**src/design/sla_pkg.sv**
```systemverilog
package sla_pkg;

  typedef enum logic [1:0] {
    ST_IDLE,
    ST_SCAN,
    ST_EMIT
  } state_t;

  localparam logic [7:0] CH_CR    = 8'd13;
  localparam logic [7:0] CH_LF    = 8'd10;
  localparam logic [6:0] MAX_EMIT = 7'd63;

endpackage

```
**src/design/sla_mem.sv**
```systemverilog
module sla_mem #(
  parameter int LINE_STORE_DEPTH = 64
) (
  input  logic                                clk,
  input  logic                                we,
  input  logic [$clog2(LINE_STORE_DEPTH)-1:0] waddr,
  input  logic [7:0]                          wdata,
  input  logic [$clog2(LINE_STORE_DEPTH)-1:0] raddr,
  output logic [7:0]                          rdata
);

  logic [7:0] store [LINE_STORE_DEPTH];

  always_ff @(posedge clk) begin
    if (we) begin
      store[waddr] <= wdata;
    end
  end

  always_ff @(posedge clk) begin
    rdata <= store[raddr];
  end

endmodule

```
**src/design/sla_ctrl.sv**
```systemverilog
module sla_ctrl #(
  parameter int LINE_STORE_DEPTH = 64
) (
  input  logic                                clk,
  input  logic                                rst,
  input  logic                                in_valid,
  output logic                                in_stall,
  input  logic [7:0]                          rx_byte,
  output logic                                out_valid,
  input  logic                                out_stall,
  output logic [7:0]                          line_char,
  output logic [5:0]                          line_length,
  output logic                                last_char,
  output logic                                mem_we,
  output logic [$clog2(LINE_STORE_DEPTH)-1:0] mem_waddr,
  output logic [7:0]                          mem_wdata,
  output logic [$clog2(LINE_STORE_DEPTH)-1:0] mem_raddr,
  input  logic [7:0]                          mem_rdata
);

  localparam int AW = $clog2(LINE_STORE_DEPTH);
  localparam int FW = $clog2(LINE_STORE_DEPTH + 1);

  sla_pkg::state_t state, state_next;
  logic [FW-1:0]   fill, fill_next;
  logic [5:0]      lim, lim_next;
  logic [5:0]      cnt, cnt_next;
  logic [5:0]      n, n_next;
  logic [6:0]      fill7;
  logic [5:0]      cnt_inc;
  logic            accept, has_room, is_term, out_load;

  assign in_stall  = (state != sla_pkg::ST_IDLE);
  assign accept    = in_valid && !in_stall;
  assign has_room  = fill < FW'(LINE_STORE_DEPTH);
  assign is_term   = (rx_byte == sla_pkg::CH_CR) || (rx_byte == sla_pkg::CH_LF);
  assign fill7     = 7'(fill);
  assign cnt_inc   = cnt + 6'd1;
  assign mem_waddr = AW'(fill);
  assign mem_wdata = rx_byte;

  always_comb begin
    state_next = state;
    fill_next  = fill;
    lim_next   = lim;
    cnt_next   = cnt;
    n_next     = n;
    mem_we     = 1'b0;
    mem_raddr  = AW'(cnt);
    out_load   = 1'b0;
    unique case (state)
      sla_pkg::ST_IDLE: begin
        if (accept) begin
          mem_we = has_room;
          if (has_room) begin
            fill_next = fill + FW'(1);
          end
          if (is_term) begin
            fill_next = '0;
            if (has_room && (fill != '0)) begin
              lim_next   = (fill7 > sla_pkg::MAX_EMIT) ? 6'(sla_pkg::MAX_EMIT) : 6'(fill7);
              cnt_next   = '0;
              mem_raddr  = '0;
              state_next = sla_pkg::ST_SCAN;
            end
          end
        end
      end
      sla_pkg::ST_SCAN: begin
        if ((mem_rdata == 8'd0) || (cnt_inc == lim)) begin
          n_next     = (mem_rdata == 8'd0) ? cnt : lim;
          cnt_next   = '0;
          mem_raddr  = '0;
          state_next = (n_next == '0) ? sla_pkg::ST_IDLE : sla_pkg::ST_EMIT;
        end else begin
          cnt_next  = cnt_inc;
          mem_raddr = AW'(cnt_inc);
        end
      end
      sla_pkg::ST_EMIT: begin
        if (!out_valid || !out_stall) begin
          out_load  = 1'b1;
          cnt_next  = cnt_inc;
          mem_raddr = AW'(cnt_inc);
          if (cnt_inc == n) begin
            state_next = sla_pkg::ST_IDLE;
          end
        end
      end
      default: begin
        state_next = sla_pkg::ST_IDLE;
      end
    endcase
  end

  always_ff @(posedge clk) begin
    if (rst) begin
      state <= sla_pkg::ST_IDLE;
      fill  <= '0;
    end else begin
      state <= state_next;
      fill  <= fill_next;
    end
  end

  always_ff @(posedge clk) begin
    lim <= lim_next;
    cnt <= cnt_next;
    n   <= n_next;
  end

  always_ff @(posedge clk) begin
    if (rst) begin
      out_valid <= 1'b0;
    end else if (out_load) begin
      out_valid <= 1'b1;
    end else if (!out_stall) begin
      out_valid <= 1'b0;
    end
  end

  always_ff @(posedge clk) begin
    if (out_load) begin
      line_char   <= mem_rdata;
      line_length <= n;
      last_char   <= (cnt_inc == n);
    end
  end

endmodule

```
**src/design/serial_line_assembler.sv**
```systemverilog
// Serial line assembler.
// Input channel: rx_byte with in_valid / in_stall; one byte per transaction.
// Output channel: line_char, line_length, last_char with out_valid / out_stall;
// one character of a finished line per transaction, last_char on the final one.
// Ordinary bytes are stored into a line store with one write and one read
// port. On CR or LF the sequencer walks the store with one read per cycle,
// held during emission while the receiver stalls, through a shared counter
// and zero compare: a scan finds the line length n, then the n characters
// are emitted. in_stall is therefore high from the line end until the last
// character has been loaded into the output register, also while the
// receiver stalls. Overflowed, empty or zero-led lines produce none.
// A result waits in the output register while out_stall is high; emission
// pauses and the store read is held. A byte may be accepted while the last
// character of the previous line still waits to be taken.
// Reset clears the fill index, the sequencer and out_valid. The line store is
// not cleared; only entries written in the current line are read.
module serial_line_assembler #(
  parameter int LINE_STORE_DEPTH = 64
) (
  input  logic       clk,
  input  logic       rst,
  input  logic       in_valid,
  output logic       in_stall,
  input  logic [7:0] rx_byte,
  output logic       out_valid,
  input  logic       out_stall,
  output logic [7:0] line_char,
  output logic [5:0] line_length,
  output logic       last_char
);

  localparam int AW = $clog2(LINE_STORE_DEPTH);

  logic          mem_we;
  logic [AW-1:0] mem_waddr;
  logic [7:0]    mem_wdata;
  logic [AW-1:0] mem_raddr;
  logic [7:0]    mem_rdata;

  sla_ctrl #(
    .LINE_STORE_DEPTH(LINE_STORE_DEPTH)
  ) u_ctrl (
    .clk        (clk),
    .rst        (rst),
    .in_valid   (in_valid),
    .in_stall   (in_stall),
    .rx_byte    (rx_byte),
    .out_valid  (out_valid),
    .out_stall  (out_stall),
    .line_char  (line_char),
    .line_length(line_length),
    .last_char  (last_char),
    .mem_we     (mem_we),
    .mem_waddr  (mem_waddr),
    .mem_wdata  (mem_wdata),
    .mem_raddr  (mem_raddr),
    .mem_rdata  (mem_rdata)
  );

  sla_mem #(
    .LINE_STORE_DEPTH(LINE_STORE_DEPTH)
  ) u_mem (
    .clk  (clk),
    .we   (mem_we),
    .waddr(mem_waddr),
    .wdata(mem_wdata),
    .raddr(mem_raddr),
    .rdata(mem_rdata)
  );

  a_len_nonzero: assert property (@(posedge clk) disable iff (rst)
    out_valid |-> (line_length != 6'd0))
    else $error("result with zero line length");

  a_next_char: assert property (@(posedge clk) disable iff (rst)
    (out_valid && !out_stall && !last_char) |=> out_valid)
    else $error("gap inside an emitted line");

  a_busy_emit: assert property (@(posedge clk) disable iff (rst)
    (out_valid && !last_char) |-> in_stall)
    else $error("input taken while a line is being emitted");

  a_plain_byte: assert property (@(posedge clk) disable iff (rst)
    (in_valid && !in_stall && (rx_byte != sla_pkg::CH_CR) &&
     (rx_byte != sla_pkg::CH_LF)) |=> !in_stall)
    else $error("stall after an ordinary byte");

endmodule

```
**config.mk**
```make
export PLATFORM = sky130hd
export DESIGN_NAME = serial_line_assembler
export DESIGN_NICKNAME = d
export VERILOG_FILES = /design/src/design/sla_pkg.sv /design/src/design/sla_mem.sv /design/src/design/sla_ctrl.sv /design/src/design/serial_line_assembler.sv
export SDC_FILE = /design/constraint.sdc
export NUM_CORES = 1
export LEC_CHECK = 0
export ABC_AREA = 1
export BUFFER_PORTS_ARGS = -buffer_cell sky130_fd_sc_hd__buf_4
export CAP_MARGIN = 25
export CORE_UTILIZATION = 64
export CTS_BUF_LIST = sky130_fd_sc_hd__clkbuf_4
export DETAILED_ROUTE_END_ITERATION = 6
export PLACE_DENSITY = 0.81
export SLEW_MARGIN = 25
export SYNTH_ARGS = -nofsm -noshare
export SYNTH_HDL_FRONTEND = slang
export SYNTH_HIERARCHICAL = 1
export SYNTH_SLANG_ARGS = --single-unit
```
**constraint.sdc**
```tcl
create_clock -name clk -period 4.5 [get_ports clk]
set_input_delay 0.225 -clock clk [delete_from_list [all_inputs] [get_ports clk]]
set_output_delay 0.225 -clock clk [all_outputs]
set_load 0.1 [all_outputs]
```
==> run metrics, run 1 <==
IO Count=29; worst vdd rail ir drop=0.5369 mV; Lkg Pwr=9.596 nW; cell count after synthesis=2080; first-pass GRT wire length=88790 µm; pin count of the biggest net entering global routing=201; Post-CTS Hold Buffers=5; DRC violations left=0; via/cell ratio=6.078; Post-Syn Area=23570 µm²; buffers plus inverters on the worst setup path=1; Cell Chain, Critical Path=ha_1 -> nand3_1 -> nand2_1 -> nand3_1 -> nand2_1 -> nor2_1 -> nand3_2 -> nand3_4 -> o21ai_2 -> nand3_1 -> nand2_4 -> buf_12 -> nand2_1 -> nand3_1 -> nand3_1 -> nand2_1 -> nand2_1 -> nand3_1 -> nand3_1 -> nand2_1; total count of hold-check failures in the final report=0; number of optimization iterations in the first detailed-route pass=6; start-to-end type of the worst setup path=flop to flop; final instance area=25640 µm²; Cell Area, Placed=23880 µm²; Worst-Margin Slew=0.9836 ns; distinct cell type count after synthesis=33; maximum cell stage delay along the critical path=0.56 ns; proportion of layout cells with a drive suffix above 1=13.30%; number of instances resized during post-cts repair=0; width of the die=193.9 µm; Fmax achieved=257.9 MHz; clock network fraction of design power=26.6%; Worst EP arrival=4.60 ns; final-report max-slew violation count=0; internal power=9.440 mW; Post CTS Setup Buffer Count=0; DRC marker count from the first detailed-route iteration=2415; final number of setup-violating endpoints=0; status=complete, no violations; sequential fraction of design power=38.5%; slowest cell on the critical path=sky130_fd_sc_hd__buf_12; simple-gate area share of the yosys netlist=23.53%; final critical path time including I/O delays and setup=3.878 ns; setup repair after global routing missed its margin=no; total routed wirelength=58140 µm; detailed-route via count=16562; average footprint of a synthesized cell=11.33 µm²; headroom to the max-slew limit=34.43%; placed insts=2482; class of the worst hold path=input pin to flop; Setup TNS=0 ns; count of nets after finishing=2183; kind of start point of the critical path=flop; number of buffers on the longest clock path=3; number of core rows=69; insertion delay to the later sink of the worst-skew pair=0.81 ns; aggregate global routing overflow=0; multiplexer share of the synthesized area=0%; Std-Cell Core Area=35910 µm²; portion of the post-synthesis area used by sequential elements=70.71%; proportion of power drawn by combinational gates=34.9%; pre-CTS setup slack=0.7518 ns; area share of xor/xnor cells in the synthesized design=0.07432%; Die Area=37600 µm²; initial core utilization=65.63%; vertical die dimension=193.9 µm; count of synthesis-stage warnings from yosys=6; Post-DP HPWL=32350 µm; routed length per placed instance=21.34 µm; total number of clock tree sinks=563; Critical Path Sink Type=flop; Worst Slack Setup Final=0.6223 ns; global router's overall resource usage=31.51%; most frequent cells in the layout=sky130_fd_sc_hd__nand2_1, sky130_fd_sc_hd__edfxtp_1, sky130_fd_sc_hd__nand3_1; share of the cycle needed by the critical path after routing=86.17%; CP Max Fanout=200; max_cap viols=0; Data required, critical path=5.22 ns; Adder-Cell Fraction of Synth Area=0.1593%; largest family of logic cells by synthesized area=simple AND/OR/NAND/NOR gates; area fraction in compound gates after synthesis=0.6582%; Clock Skew=0.03635 ns; vias in the first global route=16327; dominant cell type by count on the critical path=sky130_fd_sc_hd__nand3_1; filler-free cell count of the finished design=2725; maximum level of the CTS H-tree=4; clock tree root buffer cell=sky130_fd_sc_hd__clkbuf_4; port buffer count=28; Top Family by Delay on Critical Path=simple AND/OR/NAND/NOR gates; clock transition at the registers of the reported paths=0.07 ns; number of nets in the synthesized netlist=2095; remaining number of nets flagged by the antenna check after routing=0; number of storage elements in the synthesis netlist=563; number of antenna violations at the first check in global routing=1; P_sw=5.972 mW; Routability Congestion=0.8481; power per cell area=601.1 nW/µm²; most common library cell in the layout ignoring fill and taps=sky130_fd_sc_hd__nand2_1; area growth from synthesis to layout=8.791%; count of filler cells inserted in the layout=2439; Switching Fraction=38.75%; total CTS buffers=140; TritonCTS clock tree=yes
cells by family (layout without fill, tap and decap cells):
group                    after synthesis  after routing
buffers and inverters                188            371
XOR/XNOR                               2              2
adder cells (fa/ha/maj)                3              3
other                                  0              1
AO/OA/AOI/OAI                         29             29
AND/OR/NAND/NOR                     1295           1295
flip-flops                           563            563
worst register-to-register path, cell delays in order, from the launching register on:
cell and delay (ns):
sky130_fd_sc_hd__dfxtp_1 0.47, sky130_fd_sc_hd__ha_1 0.30, sky130_fd_sc_hd__nand3_1 0.12, sky130_fd_sc_hd__nand2_1 0.13, sky130_fd_sc_hd__nand3_1 0.08, sky130_fd_sc_hd__nand2_1 0.09, sky130_fd_sc_hd__nor2_1 0.05, sky130_fd_sc_hd__nand3_2 0.09
sky130_fd_sc_hd__nand3_4 0.10, sky130_fd_sc_hd__o21ai_2 0.16, sky130_fd_sc_hd__nand3_1 0.18, sky130_fd_sc_hd__nand2_4 0.14, sky130_fd_sc_hd__buf_12 0.57, sky130_fd_sc_hd__nand2_1 0.34, sky130_fd_sc_hd__nand3_1 0.13, sky130_fd_sc_hd__nand3_1 0.09
sky130_fd_sc_hd__nand2_1 0.12, sky130_fd_sc_hd__nand2_1 0.06, sky130_fd_sc_hd__nand3_1 0.19, sky130_fd_sc_hd__nand3_1 0.28, sky130_fd_sc_hd__nand2_1 0.14
routing by layer:
| layer | routed length (µm) | vias to the layer above | global-route usage, % |
|---|---|---|---|
| met3 | 7105 | 132 | 8.488 |
| met2 | 27710 | 1092 | 49.32 |
| met5 | 0 | - | 0 |
| met1 | 21540 | 7863 | 41.91 |
| li1 | - | 7475 | - |
| met4 | 1780 | 0 | 13.82 |
registers in the layout, summed over array words and instances (netlist names):
| register | count |
|---|---|
| u_ctrl/lim | 6 |
| u_mem/store | 512 |
| u_ctrl/n | 6 |
| u_ctrl/state | 2 |
| u_ctrl/line_length | 6 |
| u_ctrl/fill | 7 |
| u_ctrl/out_valid | 1 |
| u_ctrl/line_char | 8 |
| u_ctrl/cnt | 6 |
| u_ctrl/last_char | 1 |
| u_mem/rdata | 8 |
cells in the mapped netlist:
library cell	number	area [µm²]
sky130_fd_sc_hd__a211oi_1	1	7.510
sky130_fd_sc_hd__nor4_1	9	56.30
sky130_fd_sc_hd__xor2_1	1	8.760
sky130_fd_sc_hd__o21ai_1	2	10.01
sky130_fd_sc_hd__nor2_1	83	311.6
sky130_fd_sc_hd__nor2_2	2	12.51
sky130_fd_sc_hd__buf_8	2	30.03
sky130_fd_sc_hd__nor2_4	1	11.26
sky130_fd_sc_hd__ha_1	3	37.54
sky130_fd_sc_hd__a31oi_1	1	6.260
sky130_fd_sc_hd__edfxtp_1	539	16190
sky130_fd_sc_hd__o21ai_2	1	8.760
sky130_fd_sc_hd__o21bai_1	1	7.510
sky130_fd_sc_hd__inv_6	1	8.760
sky130_fd_sc_hd__nand3b_1	2	15.01
sky130_fd_sc_hd__nor3_1	7	35.03
sky130_fd_sc_hd__nand2_2	3	18.77
sky130_fd_sc_hd__clkbuf_1	15	56.30
sky130_fd_sc_hd__xnor2_1	1	8.760
sky130_fd_sc_hd__inv_1	57	214.0
sky130_fd_sc_hd__nand3_1	458	2292
sky130_fd_sc_hd__a21oi_1	12	60.06
sky130_fd_sc_hd__inv_2	2	7.510
sky130_fd_sc_hd__dfxtp_1	24	480.5
sky130_fd_sc_hd__buf_2	38	190.2
sky130_fd_sc_hd__nand2_1	715	2684
sky130_fd_sc_hd__nand3_4	1	17.52
sky130_fd_sc_hd__buf_1	10	37.54
sky130_fd_sc_hd__nand3_2	1	10.01
sky130_fd_sc_hd__o21ai_0	11	55.05
sky130_fd_sc_hd__buf_4	28	210.2
sky130_fd_sc_hd__buf_6	35	394.1
sky130_fd_sc_hd__nand4_1	13	81.33
layout make-up:
type / count / area [µm²] / share of cell area [%]
flip-flops and latches: 563 / 16670 / 64.99
clock inverters: 40 / 226.5 / 0.8832
inverters: 60 / 231.5 / 0.9027
repair buffers: 74 / 668.1 / 2.606
well taps: 461 / 576.8 / 2.249
diodes: 1 / 2.502 / 0.009759
multi-input cells: 1329 / 5792 / 22.59
clock buffers: 197 / 1479 / 5.768
worst paths after layout:
| check | startpoint | slack, ns | cells after the start | endpoint |
|---|---|---|---|---|
| hold / removal | rx_byte[5] | 0.08 | 7 | u_ctrl/fill[1]$_SDFFE_PP0P_ |
| setup reg to reg | u_ctrl/cnt[0]$_DFF_P_ | 0.62 | 20 | u_mem/rdata[3]$_DFF_P_ |
| hold reg to reg | u_mem/rdata[7]$_DFF_P_ | 0.45 | 0 | u_ctrl/line_char[7]$_DFFE_PP_ |
| setup / recovery | u_ctrl/cnt[0]$_DFF_P_ | 0.62 | 20 | u_mem/rdata[3]$_DFF_P_ |
metrics by stage:
stage	utilization (%)	power, mW	hold slack, ns
after CTS	71.39	15.34	0.0001348
after floorplan	-	9.939	0.2941
after detailed placement	66.50	11.26	0.4291
after global routing	71.40	16.19	0.09220
after global placement	66.50	11.14	0.4277
final	71.40	15.41	0.08191
power by group through the flow:
| stage | logic [mW] | clock network, mW | registers (mW) |
|---|---|---|---|
| 2_1_floorplan | 3.86 | 0 | 6.08 |
| 3_3_place_gp | 5.09 | 0 | 6.05 |
| 3_5_place_dp | 5.21 | 0 | 6.05 |
| 4_1_cts | 5.24 | 4.16 | 5.94 |
| 5_1_grt | 5.83 | 4.41 | 5.95 |
| 6_report | 5.38 | 4.09 | 5.94 |
Note: power is estimated with default switching activity, not from simulation.
==> run 2, diff against run 1 <==
--- a/config.mk
+++ b/config.mk
@@ -8,10 +8,10 @@
 export ABC_AREA = 1
 export BUFFER_PORTS_ARGS = -buffer_cell sky130_fd_sc_hd__buf_4
 export CAP_MARGIN = 25
-export CORE_UTILIZATION = 64
+export CORE_MARGIN = 2
+export CORE_UTILIZATION = 30
 export CTS_BUF_LIST = sky130_fd_sc_hd__clkbuf_4
 export DETAILED_ROUTE_END_ITERATION = 6
-export PLACE_DENSITY = 0.81
 export SLEW_MARGIN = 25
 export SYNTH_ARGS = -nofsm -noshare
 export SYNTH_HDL_FRONTEND = slang
==> run metrics, run 2 (same netlist as run 1, synthesis figures left out) <==
global router's overall resource usage=14.93% (-17 points); total routed wirelength=60720 µm (+4.4%); Lkg Pwr=9.779 nW (+1.9%); Data required, critical path=5.36 ns (+0.14 ns); vias in the first global route=15850 (-2.9%); first-pass GRT wire length=93080 µm (+4.8%); kind of start point of the critical path=flop; Overall Power=15.74 mW (+2.1%); status=complete, no violations; pin count of the biggest net entering global routing=124 (-38%); total CTS buffers=142 (+1.4%); worst flop-to-flop path endpoint=u_mem/rdata[5]$_DFF_P_; max_cap viols=0 (unchanged); initial core utilization=30.38% (-35 points); Cell Chain, Critical Path=buf_4 -> inv_1 -> ha_1 -> nand4_1 -> nand3_1 -> nor2_1 -> nor2_1 -> nor2_1 -> nand2_1 -> inv_1 -> o21ai_2 -> buf_4 -> inv_1 -> buf_4 -> nand2_1 -> nand3_1 -> nand3_1 -> nand2_1; number of buffers on the longest clock path=3 (unchanged); clock network fraction of design power=28.1% (+1.5 points); aggregate global routing overflow=0 (unchanged); proportion of power drawn by combinational gates=34.1% (-0.8 points); maximum level of the CTS H-tree=4 (unchanged); insertion delay to the later sink of the worst-skew pair=0.94 ns (+0.13 ns); most common library cell in the layout ignoring fill and taps=sky130_fd_sc_hd__nand2_1; internal power=9.755 mW (+3.3%); most frequent cells in the layout=sky130_fd_sc_hd__nand2_1, sky130_fd_sc_hd__edfxtp_1, sky130_fd_sc_hd__nand3_1; share of the cycle needed by the critical path after routing=86.33% (+0.16 points); total number of clock tree sinks=563 (unchanged); placed insts=3075 (+24%); total count of hold-check failures in the final report=0 (unchanged); Die Area=80830 µm² (+110%); register with the highest flop count=u_mem/store; setup repair after global routing missed its margin=no; P_sw=5.986 mW (+0.23%); Routability Congestion=0.8600 (+1.4%); Critical Path Sink Type=flop; largest registers=u_mem/store x512, u_ctrl/line_char x8, u_mem/rdata x8; worst vdd rail ir drop=0.3493 mV (-35%); proportion of layout cells with a drive suffix above 1=14.25% (+0.95 points); number of antenna violations at the first check in global routing=1 (unchanged); port buffer count=28 (unchanged); power per cell area=589.2 nW/µm² (-2.0%); final-report max-slew violation count=0 (unchanged); Fmax achieved=257.4 MHz (-0.18%); count of nets after finishing=2208 (+1.1%); R2R Setup Slk=0.62 ns (about the same); Clock Skew=0.04329 ns (+0.006940 ns); Std-Cell Core Area=77590 µm² (+120%); vertical die dimension=284.3 µm (+47%); clock transition at the registers of the reported paths=0.06 ns (about the same); number of optimization iterations in the first detailed-route pass=5 (-1); detailed-route via count=16152 (-2.5%); Switching Fraction=38.03% (-0.72 points); routed length per placed instance=18.20 µm (-15%); maximum cell stage delay along the critical path=0.60 ns (+0.04 ns); area growth from synthesis to layout=13.35%; filler-free cell count of the finished design=3336 (+22%); width of the die=284.3 µm (+47%); Post CTS Setup Buffer Count=0 (unchanged); Post-DP HPWL=35160 µm (+8.7%); number of flip-flops in the largest register=512 (unchanged); slowest cell on the critical path=sky130_fd_sc_hd__inv_1; IO Count=29 (unchanged); count of filler cells inserted in the layout=7749 (+220%); Register-to-Register Path Depth=18 (-10%); Worst-Margin Slew=0.9788 ns (-0.004766 ns); TritonCTS clock tree=yes; clock tree root buffer cell=sky130_fd_sc_hd__clkbuf_4; CP Max Fanout=34 (-83%); remaining number of nets flagged by the antenna check after routing=0 (unchanged); number of core rows=102 (+48%); launch point of the worst path=u_ctrl/fill[1]$_SDFFE_PP0P_; start-to-end type of the worst setup path=flop to flop; headroom to the max-slew limit=34.20% (-0.23 points); end point of the critical path=u_mem/rdata[5]$_DFF_P_; final core utilization=34.43% (-37 points); Crit Reg-Reg Startpoint=u_ctrl/fill[1]$_SDFFE_PP0P_; final hold slack=0.1628 ns (+0.08087 ns); DRC marker count from the first detailed-route iteration=1489 (-38%); Worst EP arrival=4.74 ns (+0.14 ns); final critical path time including I/O delays and setup=3.885 ns (+0.007180 ns); sequential fraction of design power=37.8% (-0.7 points); class of the worst hold path=input pin to flop; DRC violations left=0 (unchanged); final number of setup-violating endpoints=0 (unchanged); via/cell ratio=4.842 (-20%); Setup TNS=0 ns (unchanged)
run 2: cell types whose count changed in the layout (fill, tap and decap cells not counted), moves of 2 or more:
cell                            change
sky130_fd_sc_hd__clkbuf_4          +13
sky130_fd_sc_hd__clkinv_1           -2
sky130_fd_sc_hd__buf_4             +15
sky130_fd_sc_hd__dlygate4sd3_1      +8
sky130_fd_sc_hd__bufinv_16          +3
sky130_fd_sc_hd__clkinv_2           -5
run 2: stage by stage:
step	instance area (µm²)	setup WS, ns
2_1_floorplan	23570	1.815
3_3_place_gp	24720	0.6872
3_5_place_dp	24720	0.7089
4_1_cts	26700	0.6981
5_1_grt	26710	0.4161
6_report	26720	0.6151
run 2: layout make-up:
type	count	area [µm²]	share of cell area [%]
sequential	563	16670	62.38
clock inverter	35	276.5	1.035
clock buffer	210	1577	5.901
timing repair buffer	97	860.8	3.222
inverter	60	232.7	0.8711
multi-input combinational	1329	5798	21.70
tap	1040	1301	4.871
antenna	2	5.005	0.01873
run 2: worst min path at each step:
| stage | from | endpoint | slack (ns) | cells after the start |
|---|---|---|---|---|
| final | rst | u_ctrl/state[1]$_SDFFE_PP0P_ | 0.16 | 5 |
| after global placement | u_mem/rdata[1]$_DFF_P_ | u_ctrl/line_char[1]$_DFFE_PP_ | 0.43 | 0 |
| after global routing | rst | u_ctrl/state[1]$_SDFFE_PP0P_ | 0.12 | 5 |
| after floorplan | rst | u_ctrl/fill[1]$_SDFFE_PP0P_ | 0.29 | 1 |
| after CTS | rst | u_ctrl/state[1]$_SDFFE_PP0P_ | 0.05 | 5 |
| after detailed placement | u_mem/rdata[1]$_DFF_P_ | u_ctrl/line_char[1]$_DFFE_PP_ | 0.43 | 0 |
run 2: power by group through the flow:
stage                     Sequential, mW  Combinational (mW)  Clock, mW
after detailed placement            6.06                5.32          0
after CTS                           5.95                5.35       4.54
after global placement              6.06                5.30          0
after global routing                5.96                5.90       4.78
final                               5.95                5.37       4.42
after floorplan                     6.08                3.86          0
run 2: timing repair:
item / 4_1_cts / 5_1_grt
hold buffers: 13 / 0
resized for setup: 0 / 0
hold endpoints to repair: 470 / 0
run 2: layer usage:
layer  up-vias  part of all wire (%)  GRT usage, %
li1       7540                     -             -
met1      7825                    44         19.67
met2       686                    46         23.55
met3       101                   7.3         3.732
met4         0                   2.7         5.987
met5         -                     0             0
run 2: critical path, delay by kind of cell, from the launching register on:
family | cells | cell delay (ns)
flip-flops | 1 | 0.31
AND/OR/NAND/NOR | 10 | 1.40
adder cells (fa/ha/maj) | 1 | 0.19
AO/OA/AOI/OAI | 1 | 0.08
buffers and inverters | 6 | 1.80
==> run 3, diff against run 2 <==
--- a/config.mk
+++ b/config.mk
@@ -5,10 +5,9 @@
 export SDC_FILE = /design/constraint.sdc
 export NUM_CORES = 1
 export LEC_CHECK = 0
-export ABC_AREA = 1
 export BUFFER_PORTS_ARGS = -buffer_cell sky130_fd_sc_hd__buf_4
 export CAP_MARGIN = 25
-export CORE_MARGIN = 2
+export CORE_MARGIN = 8
 export CORE_UTILIZATION = 30
 export CTS_BUF_LIST = sky130_fd_sc_hd__clkbuf_4
 export DETAILED_ROUTE_END_ITERATION = 6
==> run metrics, run 3 <==
Data required, critical path=5.32 ns (-0.04 ns); kind of start point of the critical path=flop; Cell Chain, Critical Path=ha_1 -> nand3_1 -> nor2_1 -> a211oi_1 -> nand3_2 -> a31oi_2 -> o21ai_4 -> buf_12 -> buf_12 -> buf_4 -> mux4_2 -> mux4_2 -> o21ai_1 -> o41ai_1; Std-Cell Core Area=74450 µm² (-4.1%); width of the die=290.1 µm (+2.0%); Post-DP HPWL=33130 µm (-5.8%); Lkg Pwr=8.276 nW (-15%); most numerous cell types in the synthesized netlist=sky130_fd_sc_hd__edfxtp_1, sky130_fd_sc_hd__mux4_2, sky130_fd_sc_hd__nor2_1; Die Area=84170 µm² (+4.1%); initial core utilization=30.28% (-0.095 points); number of antenna violations at the first check in global routing=2 (+1); via/cell ratio=4.995 (+3.2%); count of filler cells inserted in the layout=6913 (-11%); pre-CTS setup slack=0.2205 ns (-0.4884 ns); vertical die dimension=290.1 µm (+2.0%); async set or reset register ratio after synthesis=0% (unchanged); Clock Skew=0.06106 ns (+0.01777 ns); Post-Syn Area=22540 µm² (-4.4%); number of storage elements in the synthesis netlist=563 (unchanged); average footprint of a synthesized cell=19.20 µm² (+69%); power per cell area=454.4 nW/µm² (-23%); Worst Slack Setup Final=0.2307 ns (-0.3844 ns); proportion of layout cells with a drive suffix above 1=32.40% (+18 points); pin count of the biggest net entering global routing=66 (-47%); most frequent cells in the layout=sky130_fd_sc_hd__edfxtp_1, sky130_fd_sc_hd__clkbuf_4, sky130_fd_sc_hd__mux4_2; maximum level of the CTS H-tree=4 (unchanged); DRC marker count from the first detailed-route iteration=1390 (-6.6%); number of core rows=100 (-2.0%); port buffer count=28 (unchanged); largest cells by area after synthesis=sky130_fd_sc_hd__edfxtp_1, sky130_fd_sc_hd__mux4_2, sky130_fd_sc_hd__dfxtp_1, sky130_fd_sc_hd__nor2_1, sky130_fd_sc_hd__mux2i_1; final critical path time including I/O delays and setup=4.269 ns (+0.3844 ns); aggregate global routing overflow=0 (unchanged); portion of the post-synthesis area used by sequential elements=73.93% (+3.2 points); final-report max-slew violation count=0 (unchanged); setup repair after global routing missed its margin=no; area growth from synthesis to layout=16.27%; final hold slack=0.1391 ns (-0.02366 ns); EDFF count, synth=539 (unchanged); cell accounting for the most synthesized area=sky130_fd_sc_hd__edfxtp_1; Switching Fraction=25.44% (-13 points); total number of clock tree sinks=563 (unchanged); proportion of power drawn by combinational gates=14.4% (-20 points); internal power=8.880 mW (-9.0%); register with the highest flop count=u_mem/store; number of nets in the synthesized netlist=1189 (-43%); distinct cell type count after synthesis=69 (+110%); count of synthesis-stage warnings from yosys=6 (unchanged); detailed-route via count=12199 (-24%); Routability Congestion=0.8221 (-4.4%); Critical Path Sink Type=flop; total CTS buffers=145 (+2.1%); cell count after synthesis=1174 (-44%); share of the cycle needed by the critical path after routing=94.87% (+8.5 points); total routed wirelength=53390 µm (-12%); status=complete, no violations; slowest cell on the critical path=sky130_fd_sc_hd__mux4_2; routed length per placed instance=21.86 µm (+20%); class of the worst hold path=input pin to flop; Overall Power=11.91 mW (-24%); Worst EP arrival=5.09 ns (+0.35 ns); final instance area=26210 µm² (-1.9%); worst vdd rail ir drop=0.2292 mV (-34%); TritonCTS clock tree=yes; P_sw=3.029 mW (-49%); CP Max Fanout=23 (-32%); Setup TNS=0 ns (unchanged); maximum cell stage delay along the critical path=0.49 ns (-0.11 ns); start-to-end type of the worst setup path=flop to flop; Fmax achieved=234.2 MHz (-9.0%); largest registers=u_mem/store x512, u_ctrl/line_char x8, u_mem/rdata x8; sequential fraction of design power=49.5% (+12 points); remaining number of nets flagged by the antenna check after routing=0 (unchanged); filler-free cell count of the finished design=2442 (-27%); number of optimization iterations in the first detailed-route pass=6 (+1); headroom to the max-slew limit=32.84% (-1.4 points); Most used DFF post-synth=sky130_fd_sc_hd__edfxtp_1; most frequent cell after synthesis=sky130_fd_sc_hd__edfxtp_1; insertion delay to the later sink of the worst-skew pair=0.96 ns (+0.02 ns); most common library cell in the layout ignoring fill and taps=sky130_fd_sc_hd__edfxtp_1; final core utilization=35.21% (+0.78 points); IO Count=29 (unchanged); Cell Area, Placed=24170 µm² (-2.2%); number of buffers on the longest clock path=3 (unchanged); total count of hold-check failures in the final report=0 (unchanged); buffers plus inverters on the worst setup path=3 (-3); count of nets after finishing=1382 (-37%); Worst-Margin Slew=1.004 ns (+0.02495 ns); DRC violations left=0 (unchanged); final number of setup-violating endpoints=0 (unchanged); area share of the largest cell type after synthesis=71.80% (+3.1 points); clock tree root buffer cell=sky130_fd_sc_hd__clkbuf_4; first-pass GRT wire length=79660 µm (-14%); clock transition at the registers of the reported paths=0.06 ns (about the same); max_cap viols=0 (unchanged); global router's overall resource usage=12.48% (-2.4 points); number of flip-flops in the largest register=512 (unchanged); Top Family by Delay on Critical Path=compound AO/OA/AOI/OAI gates; clock network fraction of design power=36.1% (+8.0 points); placed insts=2168 (-29%); vias in the first global route=12486 (-21%)
[run 3: cell families (layout without fill, tap and decap cells)]
group | count (synthesis) | count (layout) | synth area share (%)
flops | 563 | 563 | 73.93
simple gates | 234 | 234 | 4.940
mux | 168 | 168 | 14.55
compound gates | 108 | 108 | 3.552
buf+inv | 84 | 376 | 2.281
xor+xnor | 14 | 14 | 0.5773
fa+ha+maj | 3 | 3 | 0.1665
other cells | 0 | 7 | 0
[run 3: layout make-up]
cell class              instances  area, µm²  area share, %
flip-flops and latches        563      16670          63.59
repair buffers                120       1041          3.972
clock buffers                 192       1441          5.499
diodes                          7      17.52        0.06683
multi-input cells             527       5434          20.73
inverters                      10      37.54         0.1432
clock inverters                54      360.3          1.375
well taps                     969       1212          4.626
[run 3: metal layers]
metal	vias up	wire length [µm]	global-route usage [%]
met5	-	0	0
li1	5248	-	-
met4	0	1311	4.969
met1	6294	22650	16.23
met3	104	3965	3.077
met2	553	25460	20.00
[run 3: timing repair]
action,in CTS,in global routing
setup buffers,0,0
endpoints found under the setup margin,0,1
hold buffers,21,0
gates resized for setup,0,1
endpoints found under the hold margin,543,0
[run 3: power by group through the flow]
stage	combinational (mW)	sequential (mW)	clock, mW
3_3_place_gp	1.69	6.01	0
6_report	1.72	5.90	4.29
3_5_place_dp	1.71	6.01	0
2_1_floorplan	1.20	5.93	0
5_1_grt	1.82	5.89	4.69
4_1_cts	1.73	5.89	4.43
[run 3: path summary, 6_finish.rpt]
| path | slack (ns) | start | endpoint | cells past startpoint |
|---|---|---|---|---|
| min reg2reg | 0.47 | u_ctrl/n[0]$_DFFE_PP_ | u_ctrl/line_length[0]$_DFFE_PP_ | 0 |
| max | 0.23 | u_ctrl/cnt[1]$_DFF_P_ | u_mem/rdata[5]$_DFF_P_ | 14 |
| min | 0.14 | out_stall | u_ctrl/out_valid$_SDFFE_PP0P_ | 4 |
| max reg2reg | 0.23 | u_ctrl/cnt[1]$_DFF_P_ | u_mem/rdata[5]$_DFF_P_ | 14 |
[run 3: worst register-to-register path, stage by stage (launching register included)]
cell and delay [ns]:
sky130_fd_sc_hd__dfxtp_1 0.36, sky130_fd_sc_hd__ha_1 0.34, sky130_fd_sc_hd__nand3_1 0.24, sky130_fd_sc_hd__nor2_1 0.08, sky130_fd_sc_hd__a211oi_1 0.41, sky130_fd_sc_hd__nand3_2 0.20
sky130_fd_sc_hd__a31oi_2 0.40, sky130_fd_sc_hd__o21ai_4 0.09, sky130_fd_sc_hd__buf_12 0.16, sky130_fd_sc_hd__buf_12 0.18, sky130_fd_sc_hd__buf_4 0.20, sky130_fd_sc_hd__mux4_2 0.46
sky130_fd_sc_hd__mux4_2 0.49, sky130_fd_sc_hd__o21ai_1 0.42, sky130_fd_sc_hd__o41ai_1 0.15
